===== src/spifp_pkg.sv =====
// Shared types, opcodes and helpers for the SPI flash image programmer.
// No dependencies; imported by every module of the block.
package spifp_pkg;

  // Flash opcodes
  localparam logic [7:0] OP_EWSR   = 8'h50;
  localparam logic [7:0] OP_WRSR   = 8'h01;
  localparam logic [7:0] OP_WREN   = 8'h06;
  localparam logic [7:0] OP_CE     = 8'hC7;
  localparam logic [7:0] OP_PP     = 8'h02;
  localparam logic [7:0] OP_RDSR   = 8'h05;
  localparam logic [7:0] BYTE_ZERO = 8'h00;

  // Status register busy bit
  localparam int unsigned STATUS_BUSY_BIT = 0;

  // Depth of the front-to-back job queue
  localparam int unsigned QUEUE_DEPTH = 4;

  typedef enum logic [1:0] {
    CMD_BEGIN  = 2'd0,
    CMD_DATA   = 2'd1,
    CMD_STATUS = 2'd2
  } cmd_e;

  typedef enum logic [4:0] {
    PH_IDLE       = 5'b00001,
    PH_ERASE_POLL = 5'b00010,
    PH_ACCEPT     = 5'b00100,
    PH_PAGE_POLL  = 5'b01000,
    PH_DONE       = 5'b10000
  } phase_e;

  typedef enum logic [2:0] {
    JOB_BEGIN = 3'd0,
    JOB_DATA  = 3'd1,
    JOB_POLL  = 3'd2,
    JOB_WREN  = 3'd3,
    JOB_DONE  = 3'd4
  } job_kind_e;

  // One queued job: what the back end has to put on the wire
  typedef struct packed {
    job_kind_e  kind;
    logic       hdr;    // page program header goes first
    logic       last;   // page ends with this byte, poll follows
    logic [7:0] data;   // image byte, already bit-reversed
  } job_t;

  typedef struct packed {
    logic [7:0] spi_byte;
    logic       end_select;
    logic       capture_reply;
    logic       hold_reset;
    logic       update_done;
  } res_t;

  function automatic logic [7:0] bit_reverse(input logic [7:0] v);
    logic [7:0] r;
    for (int i = 0; i < 8; i++) begin
      r[7-i] = v[i];
    end
    return r;
  endfunction

  // Begin sequence: unprotect, write status, write enable, erase, poll
  function automatic res_t begin_step(input logic [2:0] idx);
    res_t r;
    r = '{spi_byte: BYTE_ZERO, end_select: 1'b1, capture_reply: 1'b0,
          hold_reset: 1'b1, update_done: 1'b0};
    unique case (idx)
      3'd0: r.spi_byte = OP_EWSR;
      3'd1: begin
        r.spi_byte   = OP_WRSR;
        r.end_select = 1'b0;
      end
      3'd2: r.spi_byte = BYTE_ZERO;
      3'd3: r.spi_byte = OP_WREN;
      3'd4: r.spi_byte = OP_CE;
      3'd5: begin
        r.spi_byte   = OP_RDSR;
        r.end_select = 1'b0;
      end
      3'd6: r.capture_reply = 1'b1;
      default: r.spi_byte = BYTE_ZERO;
    endcase
    return r;
  endfunction

endpackage


===== src/spifp_front.sv =====
// Front end: accepts input transactions, tracks programming phase and page
// position, and turns each accepted transaction into at most one queued job. Uses spifp_pkg.
module spifp_front import spifp_pkg::*; #(
  parameter int unsigned PAGE_BYTES   = 256,
  parameter int unsigned ADDRESS_BITS = 24
) (
  input  logic                    clk_i,
  input  logic                    rst_ni,
  input  logic                    in_valid_i,
  output logic                    in_stall_o,
  input  logic [1:0]              cmd_i,
  input  logic [7:0]              data_i,
  input  logic                    final_byte_i,
  input  logic                    full_i,
  output logic                    push_o,
  output job_t                    job_o,
  output logic [ADDRESS_BITS-1:0] addr_o
);

  localparam int unsigned OFF_W = $clog2(PAGE_BYTES + 1);

  phase_e                  phase_q, phase_d;
  logic [ADDRESS_BITS-1:0] addr_q, addr_d;
  logic [OFF_W-1:0]        offset_q, offset_d, offset_inc;
  logic                    fin_q, fin_d;
  logic                    accept, last;

  assign in_stall_o = full_i;
  assign accept     = in_valid_i && !full_i;
  assign offset_inc = offset_q + OFF_W'(1);
  assign last       = final_byte_i || (offset_inc == OFF_W'(PAGE_BYTES));
  assign addr_o     = addr_q;

  always_comb begin
    phase_d  = phase_q;
    addr_d   = addr_q;
    offset_d = offset_q;
    fin_d    = fin_q;
    push_o   = 1'b0;
    job_o    = '{kind: JOB_WREN, hdr: 1'b0, last: 1'b0, data: BYTE_ZERO};
    if (accept) begin
      unique case (cmd_e'(cmd_i))
        CMD_BEGIN: begin
          if (phase_q == PH_IDLE || phase_q == PH_DONE) begin
            addr_d     = '0;
            offset_d   = '0;
            fin_d      = 1'b0;
            push_o     = 1'b1;
            job_o.kind = JOB_BEGIN;
            phase_d    = PH_ERASE_POLL;
          end
        end
        CMD_DATA: begin
          if (phase_q == PH_ACCEPT) begin
            push_o     = 1'b1;
            job_o.kind = JOB_DATA;
            job_o.hdr  = (offset_q == '0);
            job_o.last = last;
            job_o.data = bit_reverse(data_i);
            if (last) begin
              addr_d   = addr_q + ADDRESS_BITS'(PAGE_BYTES);
              offset_d = '0;
              fin_d    = final_byte_i;
              phase_d  = PH_PAGE_POLL;
            end else begin
              offset_d = offset_inc;
            end
          end
        end
        CMD_STATUS: begin
          if (phase_q == PH_ERASE_POLL || phase_q == PH_PAGE_POLL) begin
            push_o = 1'b1;
            if (data_i[STATUS_BUSY_BIT]) begin
              job_o.kind = JOB_POLL;
            end else if (phase_q == PH_PAGE_POLL && fin_q) begin
              job_o.kind = JOB_DONE;
              phase_d    = PH_DONE;
            end else begin
              job_o.kind = JOB_WREN;
              phase_d    = PH_ACCEPT;
            end
          end
        end
        default: ;
      endcase
    end
  end

  always_ff @(posedge clk_i or negedge rst_ni) begin
    if (!rst_ni) begin
      phase_q  <= PH_IDLE;
      addr_q   <= '0;
      offset_q <= '0;
      fin_q    <= 1'b0;
    end else begin
      phase_q  <= phase_d;
      addr_q   <= addr_d;
      offset_q <= offset_d;
      fin_q    <= fin_d;
    end
  end

endmodule


===== src/spifp_queue.sv =====
// Short job queue between front and back ends, with page address alongside.
// Uses spifp_pkg for the job type and depth.
module spifp_queue import spifp_pkg::*; #(
  parameter int unsigned ADDRESS_BITS = 24
) (
  input  logic                    clk_i,
  input  logic                    rst_ni,
  input  logic                    push_i,
  input  job_t                    job_i,
  input  logic [ADDRESS_BITS-1:0] addr_i,
  output logic                    full_o,
  input  logic                    pop_i,
  output logic                    head_valid_o,
  output job_t                    head_job_o,
  output logic [ADDRESS_BITS-1:0] head_addr_o
);

  localparam int unsigned PTR_W = $clog2(QUEUE_DEPTH);
  localparam int unsigned CNT_W = $clog2(QUEUE_DEPTH + 1);

  job_t                    job_mem_q  [QUEUE_DEPTH];
  logic [ADDRESS_BITS-1:0] addr_mem_q [QUEUE_DEPTH];
  logic [PTR_W-1:0]        wr_ptr_q, rd_ptr_q;
  logic [CNT_W-1:0]        count_q, count_d;

  assign full_o       = (count_q == CNT_W'(QUEUE_DEPTH));
  assign head_valid_o = (count_q != '0);
  assign head_job_o   = job_mem_q[rd_ptr_q];
  assign head_addr_o  = addr_mem_q[rd_ptr_q];

  always_comb begin
    count_d = count_q;
    if (push_i && !pop_i) begin
      count_d = count_q + CNT_W'(1);
    end else if (pop_i && !push_i) begin
      count_d = count_q - CNT_W'(1);
    end
  end

  always_ff @(posedge clk_i) begin
    if (push_i) begin
      job_mem_q[wr_ptr_q]  <= job_i;
      addr_mem_q[wr_ptr_q] <= addr_i;
    end
  end

  always_ff @(posedge clk_i or negedge rst_ni) begin
    if (!rst_ni) begin
      wr_ptr_q <= '0;
      rd_ptr_q <= '0;
      count_q  <= '0;
    end else begin
      count_q <= count_d;
      if (push_i) begin
        wr_ptr_q <= (wr_ptr_q == PTR_W'(QUEUE_DEPTH - 1)) ? '0 : wr_ptr_q + PTR_W'(1);
      end
      if (pop_i) begin
        rd_ptr_q <= (rd_ptr_q == PTR_W'(QUEUE_DEPTH - 1)) ? '0 : rd_ptr_q + PTR_W'(1);
      end
    end
  end

  overflow_chk: assert property (@(posedge clk_i) disable iff (!rst_ni)
    push_i && full_o |-> pop_i)
    else $error("job queue overflow");

  underflow_chk: assert property (@(posedge clk_i) disable iff (!rst_ni)
    pop_i |-> head_valid_o)
    else $error("job queue underflow");

endmodule


===== src/spifp_back.sv =====
// Back end: steps through the head job one SPI byte per cycle while the output is
// not stalled, and drives the registered output transaction. Uses spifp_pkg.
module spifp_back import spifp_pkg::*; #(
  parameter int unsigned ADDRESS_BITS = 24
) (
  input  logic                    clk_i,
  input  logic                    rst_ni,
  input  logic                    head_valid_i,
  input  job_t                    head_job_i,
  input  logic [ADDRESS_BITS-1:0] head_addr_i,
  output logic                    pop_o,
  output logic                    out_valid_o,
  input  logic                    out_stall_i,
  output logic [7:0]              spi_byte_o,
  output logic                    end_select_o,
  output logic                    capture_reply_o,
  output logic                    hold_reset_o,
  output logic                    update_done_o,
  output logic                    run_end_o
);

  localparam int unsigned ADDR_BYTES = (ADDRESS_BITS + 7) / 8;
  localparam int unsigned PAD_W      = ADDR_BYTES * 8;
  localparam int unsigned MAX_STEPS  = (ADDR_BYTES + 4 > 7) ? ADDR_BYTES + 4 : 7;
  localparam int unsigned STEP_W     = $clog2(MAX_STEPS + 1);

  logic [STEP_W-1:0] step_q, step_d, n_steps, hdr_len, byte_idx;
  logic [PAD_W-1:0]  addr_pad;
  logic              out_ready, emit, last_step;
  res_t              res, res_q;
  logic              out_valid_q, run_end_q;

  assign addr_pad  = PAD_W'(head_addr_i);
  assign hdr_len   = head_job_i.hdr ? STEP_W'(ADDR_BYTES + 1) : '0;
  assign byte_idx  = STEP_W'(ADDR_BYTES) - step_q;
  assign out_ready = !out_valid_q || !out_stall_i;
  assign emit      = head_valid_i && out_ready;
  assign last_step = (step_q == n_steps - STEP_W'(1));
  assign pop_o     = emit && last_step;
  assign step_d    = pop_o ? '0 : (emit ? step_q + STEP_W'(1) : step_q);

  always_comb begin
    res = '{spi_byte: BYTE_ZERO, end_select: 1'b0, capture_reply: 1'b0,
            hold_reset: 1'b1, update_done: 1'b0};
    n_steps = STEP_W'(1);
    unique case (head_job_i.kind)
      JOB_BEGIN: begin
        n_steps = STEP_W'(7);
        res     = begin_step(step_q[2:0]);
      end
      JOB_DATA: begin
        n_steps = hdr_len + (head_job_i.last ? STEP_W'(3) : STEP_W'(1));
        if (head_job_i.hdr && step_q == '0) begin
          res.spi_byte = OP_PP;
        end else if (step_q < hdr_len) begin
          // address bytes, most significant first
          res.spi_byte = 8'(addr_pad >> {byte_idx, 3'b000});
        end else if (step_q == hdr_len) begin
          res.spi_byte   = head_job_i.data;
          res.end_select = head_job_i.last;
        end else if (step_q == hdr_len + STEP_W'(1)) begin
          res.spi_byte = OP_RDSR;
        end else begin
          res.end_select    = 1'b1;
          res.capture_reply = 1'b1;
        end
      end
      JOB_POLL: begin
        n_steps = STEP_W'(2);
        if (step_q == '0) begin
          res.spi_byte = OP_RDSR;
        end else begin
          res.end_select    = 1'b1;
          res.capture_reply = 1'b1;
        end
      end
      JOB_WREN: begin
        res.spi_byte   = OP_WREN;
        res.end_select = 1'b1;
      end
      JOB_DONE: begin
        res.hold_reset  = 1'b0;
        res.update_done = 1'b1;
      end
      default: ;
    endcase
  end

  always_ff @(posedge clk_i or negedge rst_ni) begin
    if (!rst_ni) begin
      step_q      <= '0;
      out_valid_q <= 1'b0;
    end else begin
      step_q <= step_d;
      if (out_ready) begin
        out_valid_q <= emit;
      end
    end
  end

  always_ff @(posedge clk_i) begin
    if (emit) begin
      res_q     <= res;
      run_end_q <= last_step;
    end
  end

  assign out_valid_o     = out_valid_q;
  assign spi_byte_o      = res_q.spi_byte;
  assign end_select_o    = res_q.end_select;
  assign capture_reply_o = res_q.capture_reply;
  assign hold_reset_o    = res_q.hold_reset;
  assign update_done_o   = res_q.update_done;
  assign run_end_o       = run_end_q;

  step_bound_chk: assert property (@(posedge clk_i) disable iff (!rst_ni)
    head_valid_i |-> step_q < n_steps)
    else $error("step counter past end of job");

  step_clear_chk: assert property (@(posedge clk_i) disable iff (!rst_ni)
    pop_o |=> step_q == '0)
    else $error("step counter not cleared after job");

  done_alone_chk: assert property (@(posedge clk_i) disable iff (!rst_ni)
    out_valid_q && res_q.update_done |-> run_end_q && !res_q.hold_reset)
    else $error("done report not a lone transaction");

endmodule


===== src/spi_flash_image_programmer.sv =====
// An accepted transaction is written into the job queue; its result then goes valid
//   when it is loaded into the output register.
// Throughput: while the output is not stalled, the back end sends one result per cycle;
//   one-result transactions are taken every cycle, page header (address, poll) and begin
//   items hold it longer. Input stalls only while the 4-entry job queue is full.
// Reset: async active low, clears phase, address, page position, queue and output valid.
module spi_flash_image_programmer import spifp_pkg::*; #(
  parameter int unsigned PAGE_BYTES   = 256,
  parameter int unsigned ADDRESS_BITS = 24
) (
  input  logic       clk_i,
  input  logic       rst_ni,
  // input channel
  input  logic       in_valid_i,
  output logic       in_stall_o,
  input  logic [1:0] cmd_i,
  input  logic [7:0] data_i,
  input  logic       final_byte_i,
  // output channel
  output logic       out_valid_o,
  input  logic       out_stall_i,
  output logic [7:0] spi_byte_o,
  output logic       end_select_o,
  output logic       capture_reply_o,
  output logic       hold_reset_o,
  output logic       update_done_o,
  output logic       run_end_o
);

  // Front -> queue
  logic                    push, full;
  job_t                    push_job;
  logic [ADDRESS_BITS-1:0] push_addr;

  // Queue -> back
  logic                    pop, head_valid;
  job_t                    head_job;
  logic [ADDRESS_BITS-1:0] head_addr;

  // Front end decides everything about phase and page position at accept
  // time, so each transaction maps to at most one job.
  spifp_front #(
    .PAGE_BYTES  (PAGE_BYTES),
    .ADDRESS_BITS(ADDRESS_BITS)
  ) u_front (
    .clk_i       (clk_i),
    .rst_ni      (rst_ni),
    .in_valid_i  (in_valid_i),
    .in_stall_o  (in_stall_o),
    .cmd_i       (cmd_i),
    .data_i      (data_i),
    .final_byte_i(final_byte_i),
    .full_i      (full),
    .push_o      (push),
    .job_o       (push_job),
    .addr_o      (push_addr)
  );

  spifp_queue #(
    .ADDRESS_BITS(ADDRESS_BITS)
  ) u_queue (
    .clk_i       (clk_i),
    .rst_ni      (rst_ni),
    .push_i      (push),
    .job_i       (push_job),
    .addr_i      (push_addr),
    .full_o      (full),
    .pop_i       (pop),
    .head_valid_o(head_valid),
    .head_job_o  (head_job),
    .head_addr_o (head_addr)
  );

  // Back end expands the head job into SPI bytes; the last byte of a job
  // pops it in the same cycle so the next job starts without a bubble.
  spifp_back #(
    .ADDRESS_BITS(ADDRESS_BITS)
  ) u_back (
    .clk_i          (clk_i),
    .rst_ni         (rst_ni),
    .head_valid_i   (head_valid),
    .head_job_i     (head_job),
    .head_addr_i    (head_addr),
    .pop_o          (pop),
    .out_valid_o    (out_valid_o),
    .out_stall_i    (out_stall_i),
    .spi_byte_o     (spi_byte_o),
    .end_select_o   (end_select_o),
    .capture_reply_o(capture_reply_o),
    .hold_reset_o   (hold_reset_o),
    .update_done_o  (update_done_o),
    .run_end_o      (run_end_o)
  );

endmodule

===== config.mk =====
export PLATFORM = sky130hd
export DESIGN_NAME = spi_flash_image_programmer
export DESIGN_NICKNAME = d
export VERILOG_FILES = /design/src/spifp_pkg.sv /design/src/spifp_front.sv /design/src/spifp_queue.sv /design/src/spifp_back.sv /design/src/spi_flash_image_programmer.sv
export SDC_FILE = /design/constraint.sdc
export NUM_CORES = 1
export LEC_CHECK = 0
export ABC_AREA = 1
export ABC_CLOCK_PERIOD_IN_PS = 4100
export BUFFER_PORTS_ARGS = -buffer_cell sky130_fd_sc_hd__buf_2
export CORE_MARGIN = 2
export CORE_UTILIZATION = 55
export DETAILED_ROUTE_END_ITERATION = 16
export HOLD_SLACK_MARGIN = 0.05
export PLACE_DENSITY = 0.72
export SLEW_MARGIN = 20
export SYNTH_ARGS = -nofsm -noshare
export SYNTH_HDL_FRONTEND = slang
export SYNTH_HIERARCHICAL = 1
export SYNTH_SLANG_ARGS = --single-unit

===== constraint.sdc =====
create_clock -name clk_i -period 4.1 [get_ports clk_i]
set_input_delay 0.615 -clock clk_i [delete_from_list [all_inputs] [get_ports clk_i]]
set_output_delay 0.615 -clock clk_i [all_outputs]
set_load 0.05 [all_outputs]

==> flow_summary_export.csv <==
group,metric,value,unit
run_status,status,"complete, no violations",
flow_run,cap_viol_max_count,0,
sta,maxSlewViolCount,0,
grt,grtUsageTotal,20.53,%
sta,finalSetupViolations,0,
clock_tree,numCtsBuffers,22,
grt,grt_max_degree,73,
sta,rsz0062_at_grt,"false",
clock_tree,hold_buffers,0,
clock_tree,cts_sinks,203,
yosys,yosysSeqAreaShare,59.08,%
yosys,synthMostInstantiatedCell,"nand2_1",
finish,layout-drive-gt1-share,10.62,%
setup_path,reg2reg_slack,0.87,ns
floorplan,fp-row-count,49,
yosys,syn_area,9965,um^2
clock_tree,root_buffer,"clkbuf_16",
setup_path,end_kind,"register",
routing,drc,0,
yosys,synth-edff-count,161,
power,power.density,651.5,nW/um^2
sta,hold_ws,0.1897,ns
clock_tree,cts_setup_buffers,0,
routing,vias,6769,
sta,finalCriticalPeriod,3.232,ns
power,leakage,4.725,nW
floorplan,die_h,138.6,um
grt,grt_pass1_vias,6479,
setup_path,regToRegStartpoint,"u_queue/rd_ptr_q[1]$_DFFE_PN0P_",
routing,ant_nets,0,
grt,grt_pass1_wl,31880,um
floorplan,die_w,138.6,um
routing,firstDrtPassIters,5,
sta,worst_clock_skew,0.009222,ns
yosys,synthArstFlopShare,20.69,%
setup_path,required,4.49,ns
yosys,synth.area.top_cells,"edfxtp_1, dfrtp_1, nand2_1",
sta,layout_worst_path_cycle_share,78.82,%
setup_path,r2r_cells,20,
power,vdd_drop_max,0.4633,mV
floorplan,start_util,55.85,%
placement,place_ws,0.8684,ns
setup_path,path_class,"reg -> reg",
finish,num_antenna_cells,0,
floorplan,die_area,19210,um^2
finish,fin_nets,1055,
sta,fmax,0.3094,GHz
clock_tree,cts_resized,0,
clock_tree,clkSlewWorstSetupHoldPaths,0.06,ns
placement,numPortBuffers,29,
yosys,ys.flop_type,"edfxtp_1",
yosys,synth_cells,994,
sta,layout_setup_ws,0.8682,ns
sta,tns,0,ns
routing,wl_per_cell,15.42,um
grt,grt_antenna_before_repair,1,
clock_tree,clock_path_buffers,3,
setup_path,critPathMaxFanout,14,
placement,gp_congestion,0.9310,
yosys,yosys_warnings,6,
routing,drtIter0Drc,545,
yosys,yosys-top-cells-count,"nand2_1, edfxtp_1, inv_1, o211ai_1, nand3_1",
finish,syn2layout_area_growth,9.731,%
setup_path,timing.rr.end,"u_queue/count_q[2]$_DFFE_PN0P_",
setup_path,cp-start-kind,"register",
setup_path,cp.arrival,3.62,ns
sta,hold_viol_final,0,
clock_tree,insertion_delay,0.50,ns
routing,wl,19500,um
grt,overflow,0,
yosys,yosysTopAreaCellShare,48.52,%
placement,dp_hpwl,12420,um
yosys,syn_avg_cell_area,10.02,um^2
floorplan,ioPinCount,30,
clock_tree,htreeDepth,1,
yosys,synth_cell_types,46,
sta,maxSlewHeadroom,52.64,%
floorplan,core,17840,um^2
routing,via_per_inst,5.351,
sta,tightest_slew,0.7071,ns
yosys,synth_seq_cells,203,
clock_tree,cts_tree,"built",
min_path,hold_path.class,"in -> async",
yosys,synth_area_leader_cell,"edfxtp_1",
[power by group]
part,internal (mW),switching [mW]
Sequential,2.48,0.182
Clock,1.26,0.791
Combinational,0.702,1.71
Total,4.44,2.68
[flip-flops by register name (all words and copies together), names as in the netlist]
name	count
u_back/step_q	3
u_back/capture_reply_o	1
u_queue/rd_ptr_q	2
u_back/out_valid_o	1
u_back/hold_reset_o	1
u_front/phase_q	5
u_queue/wr_ptr_q	2
u_queue/job_mem_q	52
u_front/addr_o	16
u_back/update_done_o	1
u_back/spi_byte_o	8
u_back/end_select_o	1
u_front/fin_q	1
u_front/offset_q	9
u_back/run_end_o	1
u_queue/count_q	3
u_queue/addr_mem_q	96
[through the flow]
step	util, %	total power [mW]	instances	instance area (um^2)
2_1_floorplan	-	4.656	1001	9991
3_3_place_gp	56.98	5.074	1225	10170
3_5_place_dp	56.98	5.105	1225	10170
4_1_cts	61.29	7.165	1265	10930
5_1_grt	61.29	7.570	1265	10930
6_report	61.29	7.123	1265	10930
[how the worst max path moves through the flow]
| stage | end | slack, ns | start | cells past startpoint |
|---|---|---|---|---|
| 3_5_place_dp | u_queue/count_q[1]$_DFFE_PN0P_ | 0.87 | u_queue/rd_ptr_q[1]$_DFFE_PN0P_ | 16 |
| 6_report | u_queue/count_q[2]$_DFFE_PN0P_ | 0.87 | u_queue/rd_ptr_q[1]$_DFFE_PN0P_ | 20 |
| 5_1_grt | u_queue/count_q[2]$_DFFE_PN0P_ | 0.60 | u_queue/rd_ptr_q[0]$_DFFE_PN0P_ | 19 |
| 4_1_cts | u_queue/count_q[1]$_DFFE_PN0P_ | 0.84 | u_queue/rd_ptr_q[1]$_DFFE_PN0P_ | 16 |
| 3_3_place_gp | u_queue/count_q[1]$_DFFE_PN0P_ | 0.94 | u_queue/rd_ptr_q[1]$_DFFE_PN0P_ | 16 |
| 2_1_floorplan | u_queue/count_q[1]$_DFFE_PN0P_ | 1.19 | u_queue/rd_ptr_q[0]$_DFFE_PN0P_ | 20 |
[kinds of logic (layout without fill, tap and decap cells)]
| logic type | after synthesis | after routing | synth area share (%) |
|---|---|---|---|
| adder cells (fa/ha/maj) | 20 | 20 | 2.587 |
| AND/OR/NAND/NOR | 403 | 403 | 17.84 |
| buffers and inverters | 210 | 245 | 9.744 |
| XOR/XNOR | 15 | 15 | 1.394 |
| AO/OA/AOI/OAI | 142 | 142 | 9.317 |
| other | 1 | 8 | 0.03763 |
| flip-flops | 203 | 203 | 59.08 |
[metal layers]
| layer | vias to the layer above | routed length (um) | GRT usage, % |
|---|---|---|---|
| met5 | - | 0 | 0 |
| met4 | 0 | 406 | 5.585 |
| met1 | 3203 | 9075 | 28.39 |
| met2 | 163 | 9163 | 34.39 |
| li1 | 3371 | - | - |
| met3 | 32 | 858 | 3.073 |
[cell usage in the layout (no fill, tap or decap), types with 3 or more instances in the layout]
cell,instances
nand2_1,252
edfxtp_1,161
inv_1,158
o211ai_1,77
nand3_1,52
nor2_1,44
dfrtp_1,41
o21ai_0,39
buf_2,29
clkbuf_16,23
nand4_1,23
ha_1,19
buf_4,13
xor2_1,11
a21oi_1,10
o21ai_1,9
conb_1,8
nor2_2,7
nor3_1,6
clkinv_2,5
bufinv_16,3
xnor2_1,3
nand3_2,3
inv_2,3
nor2_4,3
[final cells by class]
cell class	instances	area [um^2]
Multi-Input combinational cell	588	3133
Clock inverter	13	157.7
Sequential cell	203	5887
Tap cell	229	286.5
Timing Repair Buffer	42	242.7
Clock buffer	27	610.6
Fill cell	1388	6907
Inverter	163	616.8
[worst max-delay path: stages (launching register included)]
cell and delay [ns]:
dfrtp_1 0.38, inv_1 0.40, o211ai_1 0.17, nand2_1 0.22, inv_2 0.11, nand3_2 0.10, inv_1 0.05, ha_1 0.24
xor2_2 0.15, nand2_1 0.10, nand2_2 0.07, nand3_2 0.08, inv_1 0.08, inv_1 0.07, ha_1 0.16, inv_1 0.07
fa_1 0.38, nand2_1 0.11, nand3_1 0.09, nand2_1 0.06, nand2_1 0.04
Power figures use the tool's default switching activity.
